## config.mk

```make
export PLATFORM = sky130hd
export DESIGN_NAME = cigar_alignment_score_unit_flat
export DESIGN_NICKNAME = d
export VERILOG_FILES = /design/src/rtl/cas_pkg.sv /design/src/rtl/cas_in_if.sv /design/src/rtl/cas_out_if.sv /design/src/rtl/cas_cfg_regs.sv /design/src/rtl/cas_parser.sv /design/src/rtl/cas_score.sv /design/src/rtl/cigar_alignment_score_unit.sv /design/src/flat_wrapper.sv
export SDC_FILE = /design/constraint.sdc
export NUM_CORES = 2
export LEC_CHECK = 0
export BUFFER_PORTS_ARGS = -buffer_cell sky130_fd_sc_hd__buf_2
export CAP_MARGIN = 20
export CORE_ASPECT_RATIO = 1.25
export CORE_UTILIZATION = 55
export CTS_CLUSTER_DIAMETER = 120
export DETAILED_ROUTE_END_ITERATION = 16
export GPL_TIMING_DRIVEN = 0
export PLACE_DENSITY = 0.72
export SYNTH_ARGS = -nofsm -noshare
export SYNTH_HDL_FRONTEND = slang
export SYNTH_HIERARCHICAL = 1
export SYNTH_SLANG_ARGS = --single-unit
export TNS_END_PERCENT = 30
```

## constraint.sdc

```tcl
create_clock -name clk -period 14.9 [get_ports clk]
set_input_delay 1.49 -clock clk [delete_from_list [all_inputs] [get_ports clk]]
set_output_delay 1.49 -clock clk [all_outputs]
set_load 0.01 [all_outputs]
```

## src/rtl/cas_pkg.sv

```systemverilog
// ----------------------------------------------------------------------------
// cas_pkg
// Shared types and constants of the CIGAR alignment score unit.
// ----------------------------------------------------------------------------
package cas_pkg;

  localparam int CH_W    = 8;
  localparam int ED_W    = 16;
  localparam int SCORE_W = 32;
  localparam int CFG_W   = 8;
  localparam int RUN_W   = 16;
  localparam int TOT_W   = 24;
  localparam int GAP_W   = 32;
  localparam int ADDR_W  = 4;
  localparam int DATA_W  = 32;

  // Width of the unclamped score sum
  localparam int SUM_W   = 36;

  // Character codes
  localparam logic [CH_W-1:0] CH_ZERO = 8'h30;
  localparam logic [CH_W-1:0] CH_NINE = 8'h39;
  localparam logic [CH_W-1:0] CH_M    = 8'h4D;
  localparam logic [CH_W-1:0] CH_I    = 8'h49;
  localparam logic [CH_W-1:0] CH_D    = 8'h44;

  localparam int RADIX = 10;

  // Register indexes
  localparam logic [1:0] REG_MATCH_SCORE      = 2'd0;
  localparam logic [1:0] REG_MISMATCH_PENALTY = 2'd1;
  localparam logic [1:0] REG_GAP_OPEN         = 2'd2;
  localparam logic [1:0] REG_GAP_EXTEND       = 2'd3;

  // Register reset values
  localparam logic [CFG_W-1:0] RST_MATCH_SCORE      = 8'd1;
  localparam logic [CFG_W-1:0] RST_MISMATCH_PENALTY = 8'd2;
  localparam logic [CFG_W-1:0] RST_GAP_OPEN         = 8'd3;
  localparam logic [CFG_W-1:0] RST_GAP_EXTEND       = 8'd1;

  typedef struct packed {
    logic [CFG_W-1:0] match_score;
    logic [CFG_W-1:0] mismatch_penalty;
    logic [CFG_W-1:0] gap_open;
    logic [CFG_W-1:0] gap_extend;
  } cfg_t;

  // Totals of one finished string, handed to the score pipeline
  typedef struct packed {
    logic [TOT_W-1:0] match_total;
    logic [TOT_W-1:0] indel_total;
    logic [GAP_W-1:0] gap_penalty;
    logic [ED_W-1:0]  edit_distance;
  } score_ops_t;

endpackage

```

## src/rtl/cas_in_if.sv

```systemverilog
// ----------------------------------------------------------------------------
// cas_in_if
// Character stream channel: valid/ready with one CIGAR character per transfer.
// ----------------------------------------------------------------------------
interface cas_in_if;
  import cas_pkg::*;

  logic              valid;
  logic              ready;
  logic [CH_W-1:0]   ch;
  logic              last;
  logic [ED_W-1:0]   edit_distance;

  modport source (output valid, output ch, output last, output edit_distance,
                  input ready);
  modport sink (input valid, input ch, input last, input edit_distance,
                output ready);
endinterface

```

## src/rtl/cas_out_if.sv

```systemverilog
// ----------------------------------------------------------------------------
// cas_out_if
// Score channel: valid/ready with one signed score per transfer.
// ----------------------------------------------------------------------------
interface cas_out_if;
  import cas_pkg::*;

  logic                      valid;
  logic                      ready;
  logic signed [SCORE_W-1:0] score;

  modport source (output valid, output score, input ready);
  modport sink (input valid, input score, output ready);
endinterface

```

## src/rtl/cas_cfg_regs.sv

```systemverilog
// ----------------------------------------------------------------------------
// cas_cfg_regs
// APB-style register file holding the four scoring weights.
// ----------------------------------------------------------------------------
module cas_cfg_regs (
  input  logic                        clk,
  input  logic                        rst,
  input  logic                        psel,
  input  logic                        penable,
  input  logic                        pwrite,
  input  logic [cas_pkg::ADDR_W-1:0]  paddr,
  input  logic [cas_pkg::DATA_W-1:0]  pwdata,
  output logic [cas_pkg::DATA_W-1:0]  prdata,
  output logic                        pready,
  output cas_pkg::cfg_t               cfg
);
  import cas_pkg::*;

  logic [1:0] index;
  logic       wr_en;

  assign index  = paddr[3:2];
  assign wr_en  = psel && penable && pwrite;
  assign pready = 1'b1;

  always_ff @(posedge clk) begin
    if (rst) begin
      cfg.match_score      <= RST_MATCH_SCORE;
      cfg.mismatch_penalty <= RST_MISMATCH_PENALTY;
      cfg.gap_open         <= RST_GAP_OPEN;
      cfg.gap_extend       <= RST_GAP_EXTEND;
    end else if (wr_en) begin
      unique case (index)
        REG_MATCH_SCORE:      cfg.match_score      <= pwdata[CFG_W-1:0];
        REG_MISMATCH_PENALTY: cfg.mismatch_penalty <= pwdata[CFG_W-1:0];
        REG_GAP_OPEN:         cfg.gap_open         <= pwdata[CFG_W-1:0];
        REG_GAP_EXTEND:       cfg.gap_extend       <= pwdata[CFG_W-1:0];
        default:              ;
      endcase
    end
  end

  always_comb begin
    unique case (index)
      REG_MATCH_SCORE:      prdata = {{(DATA_W-CFG_W){1'b0}}, cfg.match_score};
      REG_MISMATCH_PENALTY: prdata = {{(DATA_W-CFG_W){1'b0}}, cfg.mismatch_penalty};
      REG_GAP_OPEN:         prdata = {{(DATA_W-CFG_W){1'b0}}, cfg.gap_open};
      REG_GAP_EXTEND:       prdata = {{(DATA_W-CFG_W){1'b0}}, cfg.gap_extend};
      default:              prdata = '0;
    endcase
  end

endmodule

```

## src/rtl/cas_parser.sv

```systemverilog
// ----------------------------------------------------------------------------
// cas_parser
// Per-character state update: run length, totals and gap penalty.
// ----------------------------------------------------------------------------
module cas_parser (
  input  logic                      clk,
  input  logic                      rst,
  input  logic                      accept,
  input  logic [cas_pkg::CH_W-1:0]  ch,
  input  logic                      last,
  input  logic [cas_pkg::ED_W-1:0]  edit_distance,
  input  cas_pkg::cfg_t             cfg,
  output logic                      ops_valid,
  output cas_pkg::score_ops_t       ops
);
  import cas_pkg::*;

  typedef enum logic [1:0] {
    PH_START,
    PH_NUM,
    PH_STOP
  } phase_t;

  phase_t           phase, phase_next;
  logic [RUN_W-1:0] run_length, run_length_next;
  logic [TOT_W-1:0] match_total, match_total_next;
  logic [TOT_W-1:0] indel_total, indel_total_next;
  logic [GAP_W-1:0] gap_penalty, gap_penalty_next;

  logic             digit;
  logic [3:0]       dval;
  logic [RUN_W+3:0] run_x10;
  logic [RUN_W+3:0] run_acc;
  logic [TOT_W:0]   match_sum;
  logic [TOT_W:0]   indel_sum;
  logic [TOT_W-1:0] ext_prod;
  logic [TOT_W:0]   gap_inc;
  logic [GAP_W:0]   gap_sum;

  always_comb begin
    digit     = (ch >= CH_ZERO) && (ch <= CH_NINE);
    dval      = 4'(ch - CH_ZERO);
    run_x10   = {4'b0, run_length} * (RUN_W+4)'(RADIX);
    run_acc   = run_x10 + {{RUN_W{1'b0}}, dval};
    match_sum = {1'b0, match_total} + {{(TOT_W-RUN_W+1){1'b0}}, run_length};
    indel_sum = {1'b0, indel_total} + {{(TOT_W-RUN_W+1){1'b0}}, run_length};
    ext_prod  = {{(TOT_W-CFG_W){1'b0}}, cfg.gap_extend} *
                {{(TOT_W-RUN_W){1'b0}}, run_length};
    gap_inc   = {1'b0, ext_prod} + {{(TOT_W-CFG_W+1){1'b0}}, cfg.gap_open};
    gap_sum   = {1'b0, gap_penalty} + {{(GAP_W-TOT_W){1'b0}}, gap_inc};

    phase_next       = phase;
    run_length_next  = run_length;
    match_total_next = match_total;
    indel_total_next = indel_total;
    gap_penalty_next = gap_penalty;

    unique case (phase)
      PH_START: begin
        if (digit) begin
          run_length_next = {{(RUN_W-4){1'b0}}, dval};
          phase_next      = PH_NUM;
        end else begin
          phase_next = PH_STOP;
        end
      end
      PH_NUM: begin
        if (digit) begin
          run_length_next = (run_acc > {4'b0, {RUN_W{1'b1}}}) ? {RUN_W{1'b1}}
                                                             : run_acc[RUN_W-1:0];
        end else begin
          if (ch == CH_M) begin
            match_total_next = match_sum[TOT_W] ? {TOT_W{1'b1}} : match_sum[TOT_W-1:0];
          end else if (ch == CH_I || ch == CH_D) begin
            indel_total_next = indel_sum[TOT_W] ? {TOT_W{1'b1}} : indel_sum[TOT_W-1:0];
            gap_penalty_next = gap_sum[GAP_W] ? {GAP_W{1'b1}} : gap_sum[GAP_W-1:0];
          end
          run_length_next = '0;
          phase_next      = PH_START;
        end
      end
      default: ;
    endcase
  end

  // Totals after this character, as the score sees them
  assign ops_valid         = accept && last;
  assign ops.match_total   = match_total_next;
  assign ops.indel_total   = indel_total_next;
  assign ops.gap_penalty   = gap_penalty_next;
  assign ops.edit_distance = edit_distance;

  always_ff @(posedge clk) begin
    if (rst) begin
      phase       <= PH_START;
      run_length  <= '0;
      match_total <= '0;
      indel_total <= '0;
      gap_penalty <= '0;
    end else if (accept) begin
      if (last) begin
        phase       <= PH_START;
        run_length  <= '0;
        match_total <= '0;
        indel_total <= '0;
        gap_penalty <= '0;
      end else begin
        phase       <= phase_next;
        run_length  <= run_length_next;
        match_total <= match_total_next;
        indel_total <= indel_total_next;
        gap_penalty <= gap_penalty_next;
      end
    end
  end

endmodule

```

## src/rtl/cas_score.sv

```systemverilog
// ----------------------------------------------------------------------------
// cas_score
// Three-stage elastic pipeline: capture totals, multiply, sum and clamp.
// ----------------------------------------------------------------------------
module cas_score (
  input  logic                  clk,
  input  logic                  rst,
  input  logic                  ops_valid,
  input  cas_pkg::score_ops_t   ops,
  input  cas_pkg::cfg_t         cfg,
  output logic                  ops_ready,
  cas_out_if.source             score_out
);
  import cas_pkg::*;

  localparam int DIFF_W = TOT_W + 1;
  localparam int WT_W   = CFG_W + 2;
  localparam int MIS_W  = DIFF_W + WT_W;

  // Stage 1: captured totals
  logic       v1;
  score_ops_t ops1;

  // Stage 2: products
  logic                     v2;
  logic [SCORE_W-1:0]       p_match;
  logic signed [MIS_W-1:0]  p_mis;
  logic [GAP_W-1:0]         gap2;

  // Stage 3: output register
  logic                      v3;
  logic signed [SCORE_W-1:0] score;

  logic ready1, ready2, ready3;

  logic signed [DIFF_W-1:0] diff;
  logic signed [WT_W-1:0]   weight;
  logic signed [SUM_W-1:0]  sum;
  logic signed [SUM_W-1:0]  score_max;
  logic signed [SUM_W-1:0]  score_min;

  assign ready3    = !v3 || score_out.ready;
  assign ready2    = !v2 || ready3;
  assign ready1    = !v1 || ready2;
  assign ops_ready = ready1;

  assign diff   = $signed({{(DIFF_W-ED_W){1'b0}}, ops1.edit_distance}) -
                  $signed({1'b0, ops1.indel_total});
  assign weight = $signed({2'b0, cfg.match_score}) + $signed({2'b0, cfg.mismatch_penalty});

  assign score_max = $signed({{(SUM_W-SCORE_W+1){1'b0}}, {(SCORE_W-1){1'b1}}});
  assign score_min = $signed({{(SUM_W-SCORE_W+1){1'b1}}, {(SCORE_W-1){1'b0}}});
  assign sum = $signed({{(SUM_W-SCORE_W){1'b0}}, p_match})
             - {{(SUM_W-MIS_W){p_mis[MIS_W-1]}}, p_mis}
             - $signed({{(SUM_W-GAP_W){1'b0}}, gap2});

  always_ff @(posedge clk) begin
    if (rst) begin
      v1 <= 1'b0;
      v2 <= 1'b0;
      v3 <= 1'b0;
    end else begin
      if (ready1) v1 <= ops_valid;
      if (ready2) v2 <= v1;
      if (ready3) v3 <= v2;
    end
  end

  always_ff @(posedge clk) begin
    if (ready1 && ops_valid) ops1 <= ops;
    if (ready2 && v1) begin
      p_match <= {{(SCORE_W-TOT_W){1'b0}}, ops1.match_total} *
                 {{(SCORE_W-CFG_W){1'b0}}, cfg.match_score};
      p_mis   <= MIS_W'(diff) * MIS_W'(weight);
      gap2    <= ops1.gap_penalty;
    end
    if (ready3 && v2) begin
      priority if (sum > score_max) score <= score_max[SCORE_W-1:0];
      else if (sum < score_min)     score <= score_min[SCORE_W-1:0];
      else                          score <= sum[SCORE_W-1:0];
    end
  end

  assign score_out.valid = v3;
  assign score_out.score = score;

endmodule

```

## src/rtl/cigar_alignment_score_unit.sv

```systemverilog
// ----------------------------------------------------------------------------
// cigar_alignment_score_unit
// Streaming affine-gap alignment score of a CIGAR string.
// ----------------------------------------------------------------------------
//
//   channel    direction  carries                          protocol
//   item_in    in         ch, last, edit_distance          valid/ready
//   score_out  out        score (signed 32 bits)           valid/ready
//   cfg        in/out     match_score .. gap_extend        APB-style, 4 regs
//
// One character is transferred per cycle while item_in.ready is high; the
// totals after a character flagged last are captured at its transfer and run
// through three registers (capture, multiply, sum and clamp) before its score
// is offered. Elastic pipeline: a stalled score_out holds item_in back only
// once all three stages are full. Synchronous reset clears the parser and the
// pipeline and sets the weights to their defaults; there is no clearing pass.
//
module cigar_alignment_score_unit (
  input  logic                        clk,
  input  logic                        rst,
  cas_in_if.sink                      item_in,
  cas_out_if.source                   score_out,
  input  logic                        psel,
  input  logic                        penable,
  input  logic                        pwrite,
  input  logic [cas_pkg::ADDR_W-1:0]  paddr,
  input  logic [cas_pkg::DATA_W-1:0]  pwdata,
  output logic [cas_pkg::DATA_W-1:0]  prdata,
  output logic                        pready
);
  import cas_pkg::*;

  cfg_t       cfg;
  score_ops_t ops;
  logic       ops_valid;
  logic       ops_ready;
  logic       accept;

  // Hold every character while the score pipeline cannot take another result
  assign item_in.ready = ops_ready;
  assign accept        = item_in.valid && ops_ready;

  cas_cfg_regs u_cfg_regs (
    .clk     (clk),
    .rst     (rst),
    .psel    (psel),
    .penable (penable),
    .pwrite  (pwrite),
    .paddr   (paddr),
    .pwdata  (pwdata),
    .prdata  (prdata),
    .pready  (pready),
    .cfg     (cfg)
  );

  // Advance the run length and totals on each transfer; clear after last
  cas_parser u_parser (
    .clk           (clk),
    .rst           (rst),
    .accept        (accept),
    .ch            (item_in.ch),
    .last          (item_in.last),
    .edit_distance (item_in.edit_distance),
    .cfg           (cfg),
    .ops_valid     (ops_valid),
    .ops           (ops)
  );

  // Turn the final totals into a clamped score
  cas_score u_score (
    .clk       (clk),
    .rst       (rst),
    .ops_valid (ops_valid),
    .ops       (ops),
    .cfg       (cfg),
    .ops_ready (ops_ready),
    .score_out (score_out)
  );

endmodule

```

## src/flat_wrapper.sv

```systemverilog
// flat-port wrapper written by rule: the top's interface ports become plain ports
module cigar_alignment_score_unit_flat import cas_pkg::*;
  (clk, rst, psel, penable, pwrite, paddr, pwdata, prdata, pready, item_in_valid, item_in_ch, item_in_last, item_in_edit_distance, item_in_ready, score_out_valid, score_out_score, score_out_ready);
  cas_in_if item_in_i ();
  cas_out_if score_out_i ();
  input  logic clk;
  input  logic rst;
  input  logic psel;
  input  logic penable;
  input  logic pwrite;
  input  logic [cas_pkg::ADDR_W-1:0] paddr;
  input  logic [cas_pkg::DATA_W-1:0] pwdata;
  output logic [cas_pkg::DATA_W-1:0] prdata;
  output logic pready;
  input wire logic [$bits(item_in_i.valid)-1:0] item_in_valid;
  input wire logic [$bits(item_in_i.ch)-1:0] item_in_ch;
  input wire logic [$bits(item_in_i.last)-1:0] item_in_last;
  input wire logic [$bits(item_in_i.edit_distance)-1:0] item_in_edit_distance;
  output wire logic [$bits(item_in_i.ready)-1:0] item_in_ready;
  output wire logic [$bits(score_out_i.valid)-1:0] score_out_valid;
  output wire logic [$bits(score_out_i.score)-1:0] score_out_score;
  input wire logic [$bits(score_out_i.ready)-1:0] score_out_ready;
  assign item_in_i.valid = item_in_valid;
  assign item_in_i.ch = item_in_ch;
  assign item_in_i.last = item_in_last;
  assign item_in_i.edit_distance = item_in_edit_distance;
  assign item_in_ready = item_in_i.ready;
  assign score_out_valid = score_out_i.valid;
  assign score_out_score = score_out_i.score;
  assign score_out_i.ready = score_out_ready;
  cigar_alignment_score_unit u_core (.clk(clk), .rst(rst), .item_in(item_in_i), .score_out(score_out_i), .psel(psel), .penable(penable), .pwrite(pwrite), .paddr(paddr), .pwdata(pwdata), .prdata(prdata), .pready(pready));
endmodule
```

==> metrics.md <==
| Metric | Value |
|---|---|
| Worst Hold Class | `flip-flop to flip-flop` |
| Placed Area | `41000 µm²` |
| Antenna diode count | `0` |
| Data arrival, critical path | `8890 ps` |
| Total power | `3.80 mW` |
| F_max | `0.116 GHz` |
| Initial antenna violation count | `2` |
| Status | `finished, final reports clean` |
| TritonRoute pass-1 iters | `8` |
| Ys flop type | `edfxtp_1` |
| Final ANT Viol Nets | `0` |
| GPL Wtd Cong | `0.945` |
| Slew @ Worst Pin | `1210 ps` |
| GRT Total Usage | `0.284` |
| Post-route cell area | `42400 µm²` |
| Distinct cells, synth | `100` |
| First-pass GRT wire length | `159000 µm` |
| Syn_area_per_cell | `9.56 µm²` |
| Largest net degree at the start of global routing | `33` |
| Yosys warns | `6` |
| Post-Syn Instances | `4106` |
| Setup bufs post-CTS | `0` |
| Unrepaired setup endpoints after global routing | `false` |
| Worst path max stage delay | `690 ps` |
| Vias in the first global route | `29600` |
| Routed WL per cell | `19.2 µm` |
| Final Cycle Share | `0.577` |
| Die X | `241 µm` |
| Synthesis-to-finish area growth | `8.14%` |
| Num ports | `135` |
| R2R setup slack | `6300 ps` |
| Die area | `72400 µm²` |
| Post-synthesis register bit count | `360` |
| Fin Setup TNS | `0 ps` |
| Maximum clock path buffer count | `3` |
| H-tree depth reported by CTS | `2` |
| Post-Syn Area | `39200 µm²` |
| Pwr per Cell Area | `89.6 nW/µm²` |
| Number of port buffers | `65` |
| Floorplan die height | `301 µm` |
| Pre-CTS WS | `6400 ps` |
| Post-synth EDFFs | `227` |
| WP data required | `15190 ps` |
| TritonCTS clock tree | `done` |
| Critical Path End Type | `flip-flop` |
| DR vias/cell | `5.65` |
| Top cell type's share of synthesized area | `0.238` |
| Cts repair resizes | `0` |
| Synth top area cells | `fa_1 24%, edfxtp_1 17%, ha_1 10%` |
| Seq/Total Area, Yosys | `0.242` |
| Detailed-route via count | `29500` |
| # DRC | `0` |
| Hold buffers post-CTS | `0` |
| CORE AREA | `70600 µm²` |
| Final hold violation count | `0` |
| FFs w/ async S/R, synth | `0` |
| Post-synth top cells | `555 x inv_1, 466 x fa_1, 421 x nand2_1` |
| Crit path kind | `flip-flop to flip-flop` |
| Clk root buf | `clkbuf_16` |
| Clk sinks | `360` |
| Setup WS post-layout | `6300 ps` |
| Top-count cell post-synth | `inv_1` |
| 1st-iter DRT viols | `1877` |
| Drt total wl | `100000 µm` |
| Max Cap Viol | `0` |
| Finished Core Util | `0.601` |
| Initial cell density of the core | `0.556` |
| Final Slew Violations | `0` |
| Setup violators final | `0` |
| Leak | `19.7 nW` |
| Worst VDD drop | `0.0000767 V` |
| Share of layout cells above drive strength 1 | `0.0643` |
| Detailed Place HPWL | `82400 µm` |
| Final nets | `5106` |
| Slew HR | `0.187` |
| Synth area leader | `fa_1` |
| Worst-path fanout max | `10` |
| CTS Buf Count | `41` |
| CP startpoint kind | `flip-flop` |
| Num rows | `109` |
| Minimum period implied by the final worst setup slack | `8600 ps` |
| Worst-path cell with the longest stage delay | `dfxtp_1` |
| Clk_skew | `39.1 ps` |
| CTS clk-pin slew, worst paths | `60 ps` |
| Grt ovf | `0` |
| Clock Latency Late Sink | `590 ps` |
-- kinds of logic after synthesis --
family	share of synthesized area
XOR/XNOR	0.0480
buffers and inverters	0.0752
other	0.000191
adder cells (fa/ha/maj)	0.341
AO/OA/AOI/OAI	0.128
AND/OR/NAND/NOR	0.150
multiplexers	0.0158
flip-flops	0.242
-- area by class of cell --
| class | count | area [µm²] |
|---|---|---|
| buffer | 168 | 863 |
| inverter | 556 | 2090 |
| clock buffer | 47 | 1070 |
| tap | 943 | 1180 |
| clock inverter | 26 | 332 |
| multi-input combinational | 3045 | 26900 |
| sequential | 360 | 9480 |
| fill | 6173 | 28200 |
| timing repair buffer | 76 | 493 |
-- per-stage QoR --
stage                     std cells  hold WS (ps)
after global placement         5137           402
after floorplan                4129           400
after global routing           5221           424
final                          5221           418
after CTS                      5220           420
after detailed placement       5147           405
-- critical path: cells and delay by family, from the launching register on --
kind / cells / cell delay [ps]
adders and majority gates: 7 / 2830
xor gates and xnor gates: 2 / 440
DFF: 1 / 690
buffers and inverters: 5 / 1440
AOI/OAI and AO/OA: 10 / 1750
and+or+nand+nor: 4 / 1150
-- power breakdown --
group	switching, mW	internal (mW)	total (mW)
Clock	0.425	0.624	1.05
Combinational	0.923	0.613	1.54
Sequential	0.0338	1.18	1.22
-- placed cells by master (no fill, tap or decap), drive strengths merged, types with 20 or more instances in the layout --
cell / n
nand2: 421
nor2b: 51
ha: 324
conb: 25
fa: 466
edfxtp: 227
mux2i: 34
inv: 558
clkbuf: 157
nand4: 27
a31oi: 38
xnor2: 138
nor3: 42
a21o: 75
a21oi: 200
and3: 30
o211ai: 20
o21a: 35
a22o: 40
xor2: 76
and2: 201
a211oi: 31
nand2b: 54
buf: 134
nor2: 296
o21ai: 163
dfxtp: 133
nand3: 43
-- path summary, 6_finish.rpt --
path / to / startpoint / cells after the start
setup reg to reg: u_core/u_score/p_mis[33] / u_core/u_cfg_regs/cfg[25] / 28
hold / removal: u_core/u_score/gap2[29] / u_core/u_score/ops1[45] / 0
setup / recovery: u_core/u_score/p_mis[33] / u_core/u_cfg_regs/cfg[25] / 28
hold reg to reg: u_core/u_score/gap2[29] / u_core/u_score/ops1[45] / 0
-- flip-flops by register name (all words and copies together), names as in the netlist --
register,flops
u_core/u_cfg_regs/cfg,32
u_core/u_parser/gap_penalty,32
u_core/u_parser/indel_total,24
u_core/u_parser/match_total,24
u_core/u_parser/phase,2
u_core/u_parser/run_length,16
u_core/u_score/gap2,32
u_core/u_score/ops1,96
u_core/u_score/p_match,32
u_core/u_score/p_mis,35
u_core/u_score/score_out.score,32
u_core/u_score/score_out.valid,1
u_core/u_score/v1,1
u_core/u_score/v2,1
-- metal layers --
metal	global-route usage	share of wire	up-vias
met3	0.0305	0.050	235
met2	0.482	0.49	949
met1	0.353	0.40	14400
met4	0.155	0.059	0
met5	0	0	-
li1	-	-	13900
No activity file was read; power rests on OpenSTA's default activity.
